### src/hw/rtl/tlpd_pkg.sv
`timescale 1ns / 1ps

package tlpd_pkg;

   // Header layout: type word of up to four bytes, then a 32-bit length
   localparam int unsigned LEN_BYTES = 4;
   localparam int unsigned MAX_TYPE_BYTES = 4;
   localparam int unsigned HCNT_W = 4;
   localparam logic [31:0] MAX_TYPE_RESET = 32'd15;

   // One received stream byte
   typedef struct packed {
      logic [7:0]  data_byte;
      logic [15:0] client_id;
   } req_beat_type;

   // One deframed result
   typedef struct packed {
      logic [7:0]  payload_byte;
      logic [31:0] packet_type;
      logic [31:0] payload_length;
      logic [15:0] source_client;
      logic        first_flag;
      logic        last_flag;
      logic        empty_flag;
      logic        bad_type;
   } rsp_beat_type;

   // Core to output stage handoff
   typedef struct packed {
      logic         valid;
      rsp_beat_type beat;
   } rsp_push_type;

endpackage

### src/hw/rtl/tlpd_if.sv
`timescale 1ns / 1ps

// Input byte channel
interface tlpd_req_if;
   logic                  valid;
   logic                  ready;
   tlpd_pkg::req_beat_type payload;
   modport source (output valid, output payload, input ready);
   modport sink (input valid, input payload, output ready);
endinterface

// Result channel
interface tlpd_rsp_if;
   logic                  valid;
   logic                  ready;
   tlpd_pkg::rsp_beat_type payload;
   modport source (output valid, output payload, input ready);
   modport sink (input valid, input payload, output ready);
endinterface

// Register write channel
interface tlpd_csr_if;
   logic        valid;
   logic        ready;
   logic [31:0] data;
   modport source (output valid, output data, input ready);
   modport sink (input valid, input data, output ready);
endinterface

### src/hw/rtl/typed_length_prefix_deframer.sv
`timescale 1ns / 1ps

// Channel   Modport  Beat                              Accepted when
// req_bus   sink     data_byte, client_id              valid && ready
// rsp_bus   source   payload byte, header, flags       valid && ready
// csr_bus   sink     max_type write data (32 bits)     valid && ready (ready tied high)
//
// One input beat per cycle while req_bus is ready; results leave from a register.
// Header counter counts header beats; the payload byte counter counts payload beats.
// Reset (synchronous) returns to header phase with max_type at 15.
// A two-entry output stage keeps req_bus ready while one result waits;
// req_bus stalls only when both entries are full.
// After a bad type, input beats are still taken and dropped until reset.

module typed_length_prefix_deframer #(
   parameter int unsigned TYPE_BYTES = 4
) (
   input logic        clock,
   input logic        reset,
   tlpd_req_if.sink   req_bus,
   tlpd_rsp_if.source rsp_bus,
   tlpd_csr_if.sink   csr_bus
);

   tlpd_pkg::rsp_push_type push;
   logic                   push_ready;

   // Header parsing and result formation
   tlpd_core #(
      .TYPE_BYTES (TYPE_BYTES)
   ) u_core (
      .clock      (clock),
      .reset      (reset),
      .req_bus    (req_bus),
      .csr_bus    (csr_bus),
      .push_ready (push_ready),
      .push       (push)
   );

   // Result register with skid
   tlpd_out_skid u_out (
      .clock      (clock),
      .reset      (reset),
      .push       (push),
      .push_ready (push_ready),
      .rsp_bus    (rsp_bus)
   );

endmodule

### src/hw/rtl/tlpd_core.sv
`timescale 1ns / 1ps

module tlpd_core #(
   parameter int unsigned TYPE_BYTES = 4
) (
   input  logic                   clock,
   input  logic                   reset,
   tlpd_req_if.sink               req_bus,
   tlpd_csr_if.sink               csr_bus,
   input  logic                   push_ready,
   output tlpd_pkg::rsp_push_type push
);

   typedef enum logic [1:0] {
      PH_HEADER  = 2'd0,
      PH_PAYLOAD = 2'd1,
      PH_HALT    = 2'd2
   } phase_type;

   localparam logic [tlpd_pkg::HCNT_W-1:0] HDR_LAST =
      tlpd_pkg::HCNT_W'(TYPE_BYTES + tlpd_pkg::LEN_BYTES - 1);

   phase_type                     phase_ff, phase_in;
   logic [tlpd_pkg::HCNT_W-1:0]   hcnt_ff, hcnt_in;
   logic [31:0]                   type_ff, type_in;
   logic [31:0]                   length_ff, length_in;
   logic [31:0]                   left_ff, left_in;
   logic [31:0]                   max_type_ff, max_type_in;
   logic [31:0]                   type_merge;
   logic [31:0]                   length_merge;
   logic                          fire;
   logic                          last_byte;

   assign req_bus.ready = push_ready;
   assign csr_bus.ready = 1'b1;
   assign fire = req_bus.valid && req_bus.ready;

   // Header byte lanes: a new header starts from zero words
   always_comb begin
      type_merge   = (hcnt_ff == '0) ? '0 : type_ff;
      length_merge = (hcnt_ff == '0) ? '0 : length_ff;
      for (int i = 0; i < tlpd_pkg::MAX_TYPE_BYTES; i++) begin
         if ((i < TYPE_BYTES) && (hcnt_ff == tlpd_pkg::HCNT_W'(i))) begin
            type_merge[8*i +: 8] = req_bus.payload.data_byte;
         end
      end
      for (int j = 0; j < tlpd_pkg::LEN_BYTES; j++) begin
         if (hcnt_ff == tlpd_pkg::HCNT_W'(TYPE_BYTES + j)) begin
            length_merge[8*j +: 8] = req_bus.payload.data_byte;
         end
      end
   end

   // Phase sequencing and result formation
   always_comb begin
      phase_in    = phase_ff;
      hcnt_in     = hcnt_ff;
      type_in     = type_ff;
      length_in   = length_ff;
      left_in     = left_ff;
      max_type_in = max_type_ff;
      last_byte   = (left_ff <= 32'd1);

      push.valid                     = 1'b0;
      push.beat.payload_byte         = '0;
      push.beat.packet_type          = type_ff;
      push.beat.payload_length       = length_ff;
      push.beat.source_client        = req_bus.payload.client_id;
      push.beat.first_flag           = 1'b0;
      push.beat.last_flag            = 1'b0;
      push.beat.empty_flag           = 1'b0;
      push.beat.bad_type             = 1'b0;

      if (csr_bus.valid && csr_bus.ready) begin
         max_type_in = csr_bus.data;
      end

      case (phase_ff)
         PH_HEADER: begin
            push.beat.packet_type    = type_merge;
            push.beat.payload_length = length_merge;
            if (fire) begin
               type_in   = type_merge;
               length_in = length_merge;
               if (hcnt_ff == HDR_LAST) begin
                  hcnt_in = '0;
                  if (type_merge > max_type_ff) begin
                     // bad type: report once, then take and drop all further beats until reset
                     phase_in           = PH_HALT;
                     push.valid         = 1'b1;
                     push.beat.bad_type = 1'b1;
                  end else if (length_merge == '0) begin
                     push.valid           = 1'b1;
                     push.beat.first_flag = 1'b1;
                     push.beat.last_flag  = 1'b1;
                     push.beat.empty_flag = 1'b1;
                  end else begin
                     left_in  = length_merge;
                     phase_in = PH_PAYLOAD;
                  end
               end else begin
                  hcnt_in = hcnt_ff + 1'b1;
               end
            end
         end
         PH_PAYLOAD: begin
            if (fire) begin
               push.valid             = 1'b1;
               push.beat.payload_byte = req_bus.payload.data_byte;
               push.beat.first_flag   = (left_ff == length_ff);
               push.beat.last_flag    = last_byte;
               if (last_byte) begin
                  left_in  = '0;
                  hcnt_in  = '0;
                  phase_in = PH_HEADER;
               end else begin
                  left_in = left_ff - 32'd1;
               end
            end
         end
         default: begin
            // halted: beats are taken and dropped
         end
      endcase
   end

   always_ff @(posedge clock) begin
      if (reset) begin
         phase_ff    <= PH_HEADER;
         hcnt_ff     <= '0;
         type_ff     <= '0;
         length_ff   <= '0;
         left_ff     <= '0;
         max_type_ff <= tlpd_pkg::MAX_TYPE_RESET;
      end else begin
         phase_ff    <= phase_in;
         hcnt_ff     <= hcnt_in;
         type_ff     <= type_in;
         length_ff   <= length_in;
         left_ff     <= left_in;
         max_type_ff <= max_type_in;
      end
   end

endmodule

### src/hw/rtl/tlpd_out_skid.sv
`timescale 1ns / 1ps

module tlpd_out_skid (
   input  logic                   clock,
   input  logic                   reset,
   input  tlpd_pkg::rsp_push_type push,
   output logic                   push_ready,
   tlpd_rsp_if.source             rsp_bus
);

   logic                   main_valid_ff, main_valid_in;
   logic                   skid_valid_ff, skid_valid_in;
   tlpd_pkg::rsp_beat_type main_ff, main_in;
   tlpd_pkg::rsp_beat_type skid_ff, skid_in;
   logic                   push_fire;

   assign push_ready    = !skid_valid_ff;
   assign push_fire     = push.valid && push_ready;
   assign rsp_bus.valid = main_valid_ff;
   assign rsp_bus.payload = main_ff;

   // Main register feeds the port; skid catches a beat while main stalls
   always_comb begin
      main_valid_in = main_valid_ff;
      skid_valid_in = skid_valid_ff;
      main_in       = main_ff;
      skid_in       = skid_ff;
      if (!main_valid_ff || rsp_bus.ready) begin
         if (skid_valid_ff) begin
            main_in       = skid_ff;
            main_valid_in = 1'b1;
            skid_valid_in = 1'b0;
         end else begin
            main_in       = push.beat;
            main_valid_in = push_fire;
         end
      end else if (push_fire) begin
         skid_in       = push.beat;
         skid_valid_in = 1'b1;
      end
   end

   always_ff @(posedge clock) begin
      if (reset) begin
         main_valid_ff <= 1'b0;
         skid_valid_ff <= 1'b0;
      end else begin
         main_valid_ff <= main_valid_in;
         skid_valid_ff <= skid_valid_in;
      end
      main_ff <= main_in;
      skid_ff <= skid_in;
   end

endmodule
### src/flat_wrapper.sv
// flat-port wrapper written by rule: the top's interface ports become plain ports
module typed_length_prefix_deframer_flat 
#(
   parameter int unsigned TYPE_BYTES = 4
)
  (clock, reset, req_bus_valid, req_bus_payload, req_bus_ready, rsp_bus_valid, rsp_bus_payload, rsp_bus_ready, csr_bus_valid, csr_bus_data, csr_bus_ready);
  tlpd_req_if req_bus_i ();
  tlpd_rsp_if rsp_bus_i ();
  tlpd_csr_if csr_bus_i ();
  input logic clock;
  input logic reset;
  input wire logic [$bits(req_bus_i.valid)-1:0] req_bus_valid;
  input wire logic [$bits(req_bus_i.payload)-1:0] req_bus_payload;
  output wire logic [$bits(req_bus_i.ready)-1:0] req_bus_ready;
  output wire logic [$bits(rsp_bus_i.valid)-1:0] rsp_bus_valid;
  output wire logic [$bits(rsp_bus_i.payload)-1:0] rsp_bus_payload;
  input wire logic [$bits(rsp_bus_i.ready)-1:0] rsp_bus_ready;
  input wire logic [$bits(csr_bus_i.valid)-1:0] csr_bus_valid;
  input wire logic [$bits(csr_bus_i.data)-1:0] csr_bus_data;
  output wire logic [$bits(csr_bus_i.ready)-1:0] csr_bus_ready;
  assign req_bus_i.valid = req_bus_valid;
  assign req_bus_i.payload = req_bus_payload;
  assign req_bus_ready = req_bus_i.ready;
  assign rsp_bus_valid = rsp_bus_i.valid;
  assign rsp_bus_payload = rsp_bus_i.payload;
  assign rsp_bus_i.ready = rsp_bus_ready;
  assign csr_bus_i.valid = csr_bus_valid;
  assign csr_bus_i.data = csr_bus_data;
  assign csr_bus_ready = csr_bus_i.ready;
  typed_length_prefix_deframer #(.TYPE_BYTES(TYPE_BYTES)) u_core (.clock(clock), .reset(reset), .req_bus(req_bus_i), .rsp_bus(rsp_bus_i), .csr_bus(csr_bus_i));
endmodule
### config.mk
export PLATFORM = sky130hd
export DESIGN_NAME = typed_length_prefix_deframer_flat
export DESIGN_NICKNAME = d
export VERILOG_FILES = /design/src/hw/rtl/tlpd_pkg.sv /design/src/hw/rtl/tlpd_if.sv /design/src/hw/rtl/typed_length_prefix_deframer.sv /design/src/hw/rtl/tlpd_core.sv /design/src/hw/rtl/tlpd_out_skid.sv /design/src/flat_wrapper.sv
export SDC_FILE = /design/constraint.sdc
export NUM_CORES = 1
export LEC_CHECK = 0
export ABC_AREA = 1
export ABC_CLOCK_PERIOD_IN_PS = 19700
export BUFFER_PORTS_ARGS = -buffer_cell sky130_fd_sc_hd__clkbuf_2
export CAP_MARGIN = 40
export CORE_MARGIN = 2
export CORE_UTILIZATION = 45
export DETAILED_ROUTE_END_ITERATION = 8
export GPL_ROUTABILITY_DRIVEN = 0
export PLACE_DENSITY_LB_ADDON = 0.05
export SLEW_MARGIN = 20
export SYNTH_ARGS = -nofsm -noshare
export SYNTH_HDL_FRONTEND = slang
export SYNTH_HIERARCHICAL = 1
export SYNTH_SLANG_ARGS = --single-unit
### constraint.sdc
create_clock -name clock -period 19.7 [get_ports clock]
set_input_delay 0.985 -clock clock [delete_from_list [all_inputs] [get_ports clock]]
set_output_delay 0.985 -clock clock [all_outputs]
set_load 0.02 [all_outputs]
==> results.yml, run 1 <==
place:
  detailed_place_hpwl_mm: 32.8
  place_area_um2: 17100
  io_buffer_count: 154
power_and_ir_drop:
  portion_of_total_power_attributed_to_sequential_cells: 0.470
  power.leakage_nw: 8.86
  irDropWorstVdd_uv: 53.0
  netSwitchingFraction: 0.256
  share_clk_of_total_power: 0.421
  netSwitchingPower_w: 0.000404
  power.density_nw_per_um2: 86.2
  internal_power_w: 0.00118
  share_of_power_burned_in_combinational_logic: 0.109
synth:
  postSynthRegisterBits: 320
  synth_top_cell_by_area: "sky130_fd_sc_hd__edfxtp_1"
  synth_cells: 2024
  ys.flop_type: "sky130_fd_sc_hd__edfxtp_1"
  synthesis.area_um2: 16200
  synth_top_cells_by_area: "sky130_fd_sc_hd__edfxtp_1 (34%), sky130_fd_sc_hd__dfxtp_1 (17%), sky130_fd_sc_hd__nand2_1 (14%), sky130_fd_sc_hd__o21ai_0 (6.8%), sky130_fd_sc_hd__inv_1 (5.5%)"
  synth_cell_type_count: 38
  synth_edf_count: 184
  ys_async_sr_fraction: 0
  ys.warnings.count: 6
  ys_seq_area_frac: 0.508
  netlist.area_leader.share: 0.340
  postSynthAreaPerCell_um2: 8.02
  syn_nets: 2123
sta:
  number_of_hold_violations_in_the_final_report: 0
  finalHoldWorstSlack_ps: 494
  timing.setup.tns_ps: 0
  max_slew_margin: 0.484
  rsz_0062_raised_after_global_routing: "false"
  min_period_over_period: 0.241
  fmaxAchievable_ghz: 0.211
  finalSetupViolations: 0
  period_minus_slack_ps: 4740
  timing.final.max_slew_violations: 0
  worst_pin_slew_ps: 765
  fin_worst_skew_ps: 10.3
finish:
  post_route_cells_drive_above_1_share: 0.124
  post-route-cell-area_um2: 18300
  antenna-diode-count: 0
  n_fill_cell: 3481
  nNetsFinal: 2222
  syn_to_final_growth_pct: 13.0
  final_util: 0.516
critical_path:
  r2r.worst_path.cells: 19
  timing.critical_path.required_ps: 19910
  timing.reg2reg.setup_slack_ps: 14960
  crit_start: "u_core/u_core/hcnt_ff[0]$_SDFFE_PP0P_"
  regToRegEndpoint: "u_core/u_out/skid_ff[71]$_DFFE_PP_"
  critical_path_peak_fanout: 64
  critical_path_class: "reg -> reg"
  worst_setup_path_end_kind: "flip-flop"
  cp_data_arrival_time_ps: 4950
  critPathLaunchType: "flip-flop"
  crit-reg2reg-launch: "u_core/u_core/hcnt_ff[0]$_SDFFE_PP0P_"
  worstSetupEndpoint: "u_core/u_out/skid_ff[71]$_DFFE_PP_"
drt:
  firstDrtPassIters: 6
  post_detailed_route_via_to_cell_ratio: 5.22
  drt-total-wl_mm: 46.1
  drt-initial-drc-count: 1559
  ant_nets: 0
  post-route-drc-count: 0
  wire_per_inst_um: 17.7
  num_vias: 13634
global_route:
  met3_usage: 0.0464
  maximum_number_of_pins_on_one_net_before_global_route_repair: 77
  grt_first_pass_wirelength_mm: 71.3
  grt_use_met1: 0.389
  grt_pass1_vias: 12196
  initial_antenna_violation_count: 0
  use_met2: 0.325
  globalRouteTotalUtil: 0.241
  globalRoute.busiestLayer: "met1"
  grt_overflow_total: 0
min_path:
  timing.hold.worst.class: "reg -> reg"
flow_run:
  drv_cap: 0
cts:
  path_clk_slew_ps: 50
  clock_sinks: 320
  ctsHtreeMaxLevel: 2
  cts_resized: 0
  clock_insertion_delay_worst_skew_ps: 540
  clock_tree.root_cell: "sky130_fd_sc_hd__clkbuf_16"
  cts_buffers: 37
  tritoncts_clock_tree: "built"
  max-clock-path-buffers: 3
  cts_hold_repair.buffers: 0
  cts.repair_timing.setup_buffer_count: 0
die:
  fp.dieArea_um2: 37600
  die_height_um: 194
  horizontal_extent_of_the_die_um: 194
  io_pins: 156
  start_util: 0.456
  core_um2: 35600
  fp-row-count: 69
status:
  run_status: "finished clean"
[area by class of cell]
type / count / area (µm²) / area share
repair buffers: 172 / 986 / 0.0538
flip-flops and latches: 320 / 8250 / 0.450
clock buffers: 51 / 1070 / 0.0583
inverters: 247 / 930 / 0.0507
clock inverters: 14 / 115 / 0.00628
multi-input cells: 1345 / 6420 / 0.350
well taps: 461 / 577 / 0.0314
[cell usage in the layout, fill, tap and decap left out, drive strengths merged, types with 6 or more instances in the layout]
| cell type | netlist | layout |
|---|---|---|
| a21oi | 133 | 133 |
| buf | 63 | 18 |
| clkbuf | 49 | 205 |
| clkinv | 1 | 14 |
| dfxtp | 136 | 136 |
| edfxtp | 184 | 184 |
| ha | 38 | 38 |
| inv | 246 | 246 |
| nand2 | 603 | 603 |
| nand3 | 71 | 71 |
| nand4 | 26 | 26 |
| nor2 | 171 | 171 |
| nor3 | 7 | 7 |
| nor4 | 6 | 6 |
| o21ai | 221 | 221 |
| o22ai | 22 | 22 |
| xnor2 | 11 | 11 |
| xor2 | 24 | 24 |
[cell usage after synthesis, drive strengths merged, types with 3 or more instances]
cell    count
inv       246
buf        63
o22ai      22
a21oi     133
o211ai      3
clkbuf     49
xnor2      11
nand3      71
nand2     603
nand4      26
edfxtp    184
nor3        7
nor4        6
o21ai     221
nor2      171
dfxtp     136
ha         38
xor2       24
o21a        3
[logic make-up after synthesis]
family	Yosys count	share of synthesized area
buffers and inverters	359	0.0974
and+or+nand+nor	886	0.224
adders and majority gates	38	0.0293
xor gates and xnor gates	35	0.0189
DFF	320	0.508
other	1	0.000231
AOI/OAI and AO/OA	385	0.122
[stage by stage]
step           power (W)  setup WS (ps)  std cells
2_1_floorplan   0.000870          11950       2024
5_1_grt          0.00165          14500       2610
4_1_cts          0.00160          14980       2609
3_3_place_gp    0.000924          14700       2541
6_report         0.00158          14960       2610
3_5_place_dp    0.000927          14820       2544
[state kept, by name (all words and copies together) (netlist names)]
register and count:
u_core/u_core/max_type_ff 32, u_core/u_out/skid_valid_ff 1, u_core/u_core/left_ff 32, u_core/u_out/rsp_bus.payload 92, u_core/u_core/phase_ff 2, u_core/u_core/hcnt_ff 4
u_core/u_core/length_ff 32, u_core/u_out/rsp_bus.valid 1, u_core/u_out/skid_ff 92, u_core/u_core/type_ff 32
[power groups by stage]
stage          sequential, W  clock (W)  combinational (W)
3_5_place_dp        0.000757          0           0.000170
5_1_grt             0.000745   0.000711           0.000193
3_3_place_gp        0.000756          0           0.000168
2_1_floorplan       0.000767          0           0.000102
4_1_cts             0.000743   0.000683           0.000170
6_report            0.000743   0.000665           0.000172
[critical path, cell delays in order (launching register included)]
cell	delay (ps)
sky130_fd_sc_hd__dfxtp_1	330
sky130_fd_sc_hd__inv_1	140
sky130_fd_sc_hd__ha_1	250
sky130_fd_sc_hd__nand2_4	430
sky130_fd_sc_hd__nand3_1	200
sky130_fd_sc_hd__o21ai_0	160
sky130_fd_sc_hd__ha_1	340
sky130_fd_sc_hd__nand2_1	80
sky130_fd_sc_hd__nor3_1	300
sky130_fd_sc_hd__and3_1	250
sky130_fd_sc_hd__nand2_1	70
sky130_fd_sc_hd__nand2_1	150
sky130_fd_sc_hd__nand2_1	120
sky130_fd_sc_hd__o21ai_0	90
sky130_fd_sc_hd__nand2_1	70
sky130_fd_sc_hd__nand2_1	160
sky130_fd_sc_hd__nand2_1	120
sky130_fd_sc_hd__nor2_4	390
sky130_fd_sc_hd__buf_4	390
sky130_fd_sc_hd__buf_16	310
[per-layer routing]
layer / vias to the layer above / routed length (µm)
li1: 6767 / -
met1: 6271 / 23200
met2: 521 / 17900
met3: 75 / 3950
met4: 0 / 1070
met5: - / 0
[worst min path at each step]
| stage | start | end | slack, ps | cells past startpoint |
|---|---|---|---|---|
| 3_3_place_gp | u_core/u_core/max_type_ff[11]$_SDFFE_PP0P_ | u_core/u_core/max_type_ff[11]$_SDFFE_PP0P_ | 480 | 2 |
| 6_report | u_core/u_core/max_type_ff[11]$_SDFFE_PP0P_ | u_core/u_core/max_type_ff[11]$_SDFFE_PP0P_ | 490 | 2 |
| 5_1_grt | u_core/u_core/max_type_ff[11]$_SDFFE_PP0P_ | u_core/u_core/max_type_ff[11]$_SDFFE_PP0P_ | 500 | 2 |
| 4_1_cts | u_core/u_core/max_type_ff[11]$_SDFFE_PP0P_ | u_core/u_core/max_type_ff[11]$_SDFFE_PP0P_ | 490 | 2 |
| 2_1_floorplan | u_core/u_core/max_type_ff[0]$_SDFFE_PP1P_ | u_core/u_core/max_type_ff[0]$_SDFFE_PP1P_ | 440 | 2 |
| 3_5_place_dp | u_core/u_core/max_type_ff[11]$_SDFFE_PP0P_ | u_core/u_core/max_type_ff[11]$_SDFFE_PP0P_ | 480 | 2 |
Note: power is estimated with default switching activity, not from simulation.
==> run 2: changes to the inputs <==
--- a/config.mk
+++ b/config.mk
@@ -6,7 +6,7 @@
 export NUM_CORES = 1
 export LEC_CHECK = 0
 export ABC_AREA = 1
-export ABC_CLOCK_PERIOD_IN_PS = 19700
+export ABC_CLOCK_PERIOD_IN_PS = 3900
 export BUFFER_PORTS_ARGS = -buffer_cell sky130_fd_sc_hd__clkbuf_2
 export CAP_MARGIN = 40
 export CORE_MARGIN = 2
==> constraint.sdc (replaced) <==
create_clock -name clock -period 3.9 [get_ports clock]
set_input_delay 0.195 -clock clock [delete_from_list [all_inputs] [get_ports clock]]
set_output_delay 0.195 -clock clock [all_outputs]
set_load 0.02 [all_outputs]
==> run 2 against run 1 <==
- global-route usage fell by 0.17 points
- clock skew rose by 6.8 ps
- core utilization rose by 1.9 points
- die area did not move
- clock power rose to 5.0 times the previous value
- final area rose by 3.7%
- flip-flop and latch count did not move
- maximum frequency rose by 33%
- critical endpoint is now u_core/u_out/skid_ff[17]$_DFFE_PP_
- largest power group unchanged
==> results.yml, run 2 (same netlist as run 1, synthesis figures left out) <==
finish:
  nNetsFinal: 2281
  syn_to_final_growth_pct: 17.2
  post_route_cells_drive_above_1_share: 0.130
  final_util: 0.535
  layout.cells.most_common_list: "sky130_fd_sc_hd__nand2_1 (581), sky130_fd_sc_hd__inv_1 (235), sky130_fd_sc_hd__o21ai_0 (210), sky130_fd_sc_hd__edfxtp_1 (184), sky130_fd_sc_hd__nor2_1 (166)"
  antenna-diode-count: 0
  n_fill_cell: 3364
  layout_commonest_cell: "sky130_fd_sc_hd__nand2_1"
  instances_no_fill: 2671
critical_path:
  critPathLaunchType: "flip-flop"
  crit_buf_inv: 1
  timing.critical_path.slowest_stage_cell: "sky130_fd_sc_hd__dfxtp_1"
  timing.critical_path.required_ps: 4090
  critical_path_peak_fanout: 51
  timing.critical_path.max_delay_family: "simple AND/OR/NAND/NOR gates"
  path_common_cell: "sky130_fd_sc_hd__nand2_1"
  cp_data_arrival_time_ps: 3750
  crit-reg2reg-launch: "u_core/u_core/hcnt_ff[2]$_SDFFE_PP0P_"
  regToRegEndpoint: "u_core/u_out/skid_ff[17]$_DFFE_PP_"
  r2r.worst_path.cells: 18
  timing.reg2reg.setup_slack_ps: 340
  critical_path_class: "reg -> reg"
  cp.depth: 18
  crit_start: "u_core/u_core/hcnt_ff[2]$_SDFFE_PP0P_"
  worstSetupEndpoint: "u_core/u_out/skid_ff[17]$_DFFE_PP_"
  cp_cell_sequence: "nor2_4 > nand2_8 > nand3_1 > o21ai_0 > ha_1 > nand4_1 > nor3_2 > nand2_1 > nand2_1 > nand2_1 > nand2_1 > nand2_1 > o21ai_1 > nand2_1 > nand2_1 > nand2_1 > nor2_4 > buf_12"
  crit_path_max_incr_delay_ps: 400
  worst_setup_path_end_kind: "flip-flop"
power_and_ir_drop:
  netSwitchingFraction: 0.256
  share_clk_of_total_power: 0.416
  netSwitchingPower_w: 0.00206
  internal_power_w: 0.00598
  power.leakage_nw: 9.11
  irDropWorstVdd_uv: 380
  share_of_power_burned_in_combinational_logic: 0.117
  power.density_nw_per_um2: 423
  portion_of_total_power_attributed_to_sequential_cells: 0.467
global_route:
  grt_pass1_vias: 12390
  grt_first_pass_wirelength_mm: 71.5
  initial_antenna_violation_count: 0
  maximum_number_of_pins_on_one_net_before_global_route_repair: 72
  globalRouteTotalUtil: 0.240
  grt_overflow_total: 0
cts:
  clock_tree.root_cell: "sky130_fd_sc_hd__clkbuf_16"
  clock_insertion_delay_worst_skew_ps: 530
  cts_buffers: 37
  clock_sinks: 320
  max-clock-path-buffers: 3
  path_clk_slew_ps: 60
  ctsHtreeMaxLevel: 2
  cts.repair_timing.setup_buffer_count: 0
  tritoncts_clock_tree: "built"
drt:
  ant_nets: 0
  post_detailed_route_via_to_cell_ratio: 5.17
  firstDrtPassIters: 6
  drt-initial-drc-count: 1707
  num_vias: 13798
  post-route-drc-count: 0
  wire_per_inst_um: 17.2
  drt-total-wl_mm: 46.0
die:
  fp-row-count: 69
  io_pins: 156
  start_util: 0.456
  die_height_um: 194
  fp.dieArea_um2: 37600
  horizontal_extent_of_the_die_um: 194
  core_um2: 35600
sta:
  finalSetupViolations: 0
  min_period_over_period: 0.912
  timing.setup.tns_ps: 0
  fin_worst_skew_ps: 17.1
  number_of_hold_violations_in_the_final_report: 0
  period_minus_slack_ps: 3560
  finalHoldWorstSlack_ps: 15.6
  fmaxAchievable_ghz: 0.281
  worst_pin_slew_ps: 792
  rsz_0062_raised_after_global_routing: "false"
  timing.final.max_slew_violations: 0
  max_slew_margin: 0.467
status:
  run_status: "finished clean"
flow_run:
  drv_cap: 0
min_path:
  timing.hold.worst.class: "in -> reg"
place:
  detailed_place_hpwl_mm: 32.8
  io_buffer_count: 154
  post-place-cells: 2550
==> run 2: cell count changes in the layout (fill, tap and decap cells not counted), sizes merged <==
cell,change
clkinvlp,+1
clkinv,-1
dlygate4sd3,+54
buf,+5
bufinv,+1
inv,+1
==> run 2: cell type report <==
class / count / area, µm² / area share
clock inverters: 16 / 153 / 0.00803
repair buffers: 231 / 1590 / 0.0838
flip-flops and latches: 320 / 8250 / 0.434
inverters: 247 / 930 / 0.0489
clock buffers: 51 / 1020 / 0.0536
multi-input cells: 1345 / 6490 / 0.341
well taps: 461 / 577 / 0.0303
==> run 2: tightest hold or removal path: cells and delay by family <==
family	cells	cell delay, ps
buf+inv	1	70
compound gates	2	230
==> run 2: power by group through the flow <==
stage / clock, W / sequential (W) / combinational [W]
6_report: 0.00335 / 0.00375 / 0.000941
5_1_grt: 0.00355 / 0.00376 / 0.00105
4_1_cts: 0.00343 / 0.00375 / 0.000928
3_5_place_dp: 0 / 0.00382 / 0.000880
3_3_place_gp: 0 / 0.00382 / 0.000865
2_1_floorplan: 0 / 0.00388 / 0.000536
==> run 2: repair_timing <==
action	4_1_cts	5_1_grt
resized for setup	0	4
hold buffers	54	0
hold endpoints to repair	63	0
setup endpoints to repair	0	54
==> run 2: worst min path at each step <==
| stage | slack, ps | depth (start not counted) | from | to |
|---|---|---|---|---|
| finish | 20 | 3 | csr_bus_data[25] | u_core/u_core/max_type_ff[25]$_SDFFE_PP0P_ |
| global route | 30 | 3 | csr_bus_data[25] | u_core/u_core/max_type_ff[25]$_SDFFE_PP0P_ |
| CTS | 20 | 3 | csr_bus_data[25] | u_core/u_core/max_type_ff[25]$_SDFFE_PP0P_ |
| detailed placement | 400 | 1 | req_bus_payload[12] | u_core/u_out/skid_ff[16]$_DFFE_PP_ |
| global placement | 400 | 1 | req_bus_payload[3] | u_core/u_out/skid_ff[7]$_DFFE_PP_ |
| floorplan | 310 | 1 | csr_bus_valid | u_core/u_core/max_type_ff[1]$_SDFFE_PP1P_ |
==> run 2: metrics by stage <==
stage / power [W] / setup WS (ps) / instance area, µm²
3_3_place_gp: 0.00469 / 317 / 17200
5_1_grt: 0.00836 / 71.1 / 19000
2_1_floorplan: 0.00441 / -2720 / 16300
3_5_place_dp: 0.00470 / 248 / 17300
6_report: 0.00804 / 341 / 19000
4_1_cts: 0.00811 / 221 / 19000
==> run 2: layer usage <==
| metal | up-vias | global-route usage | part of all wire |
|---|---|---|---|
| met4 | 0 | 0.0522 | 0.020 |
| met5 | - | 0 | 0 |
| met1 | 6323 | 0.386 | 0.51 |
| li1 | 6886 | - | - |
| met3 | 63 | 0.0383 | 0.071 |
| met2 | 526 | 0.334 | 0.40 |
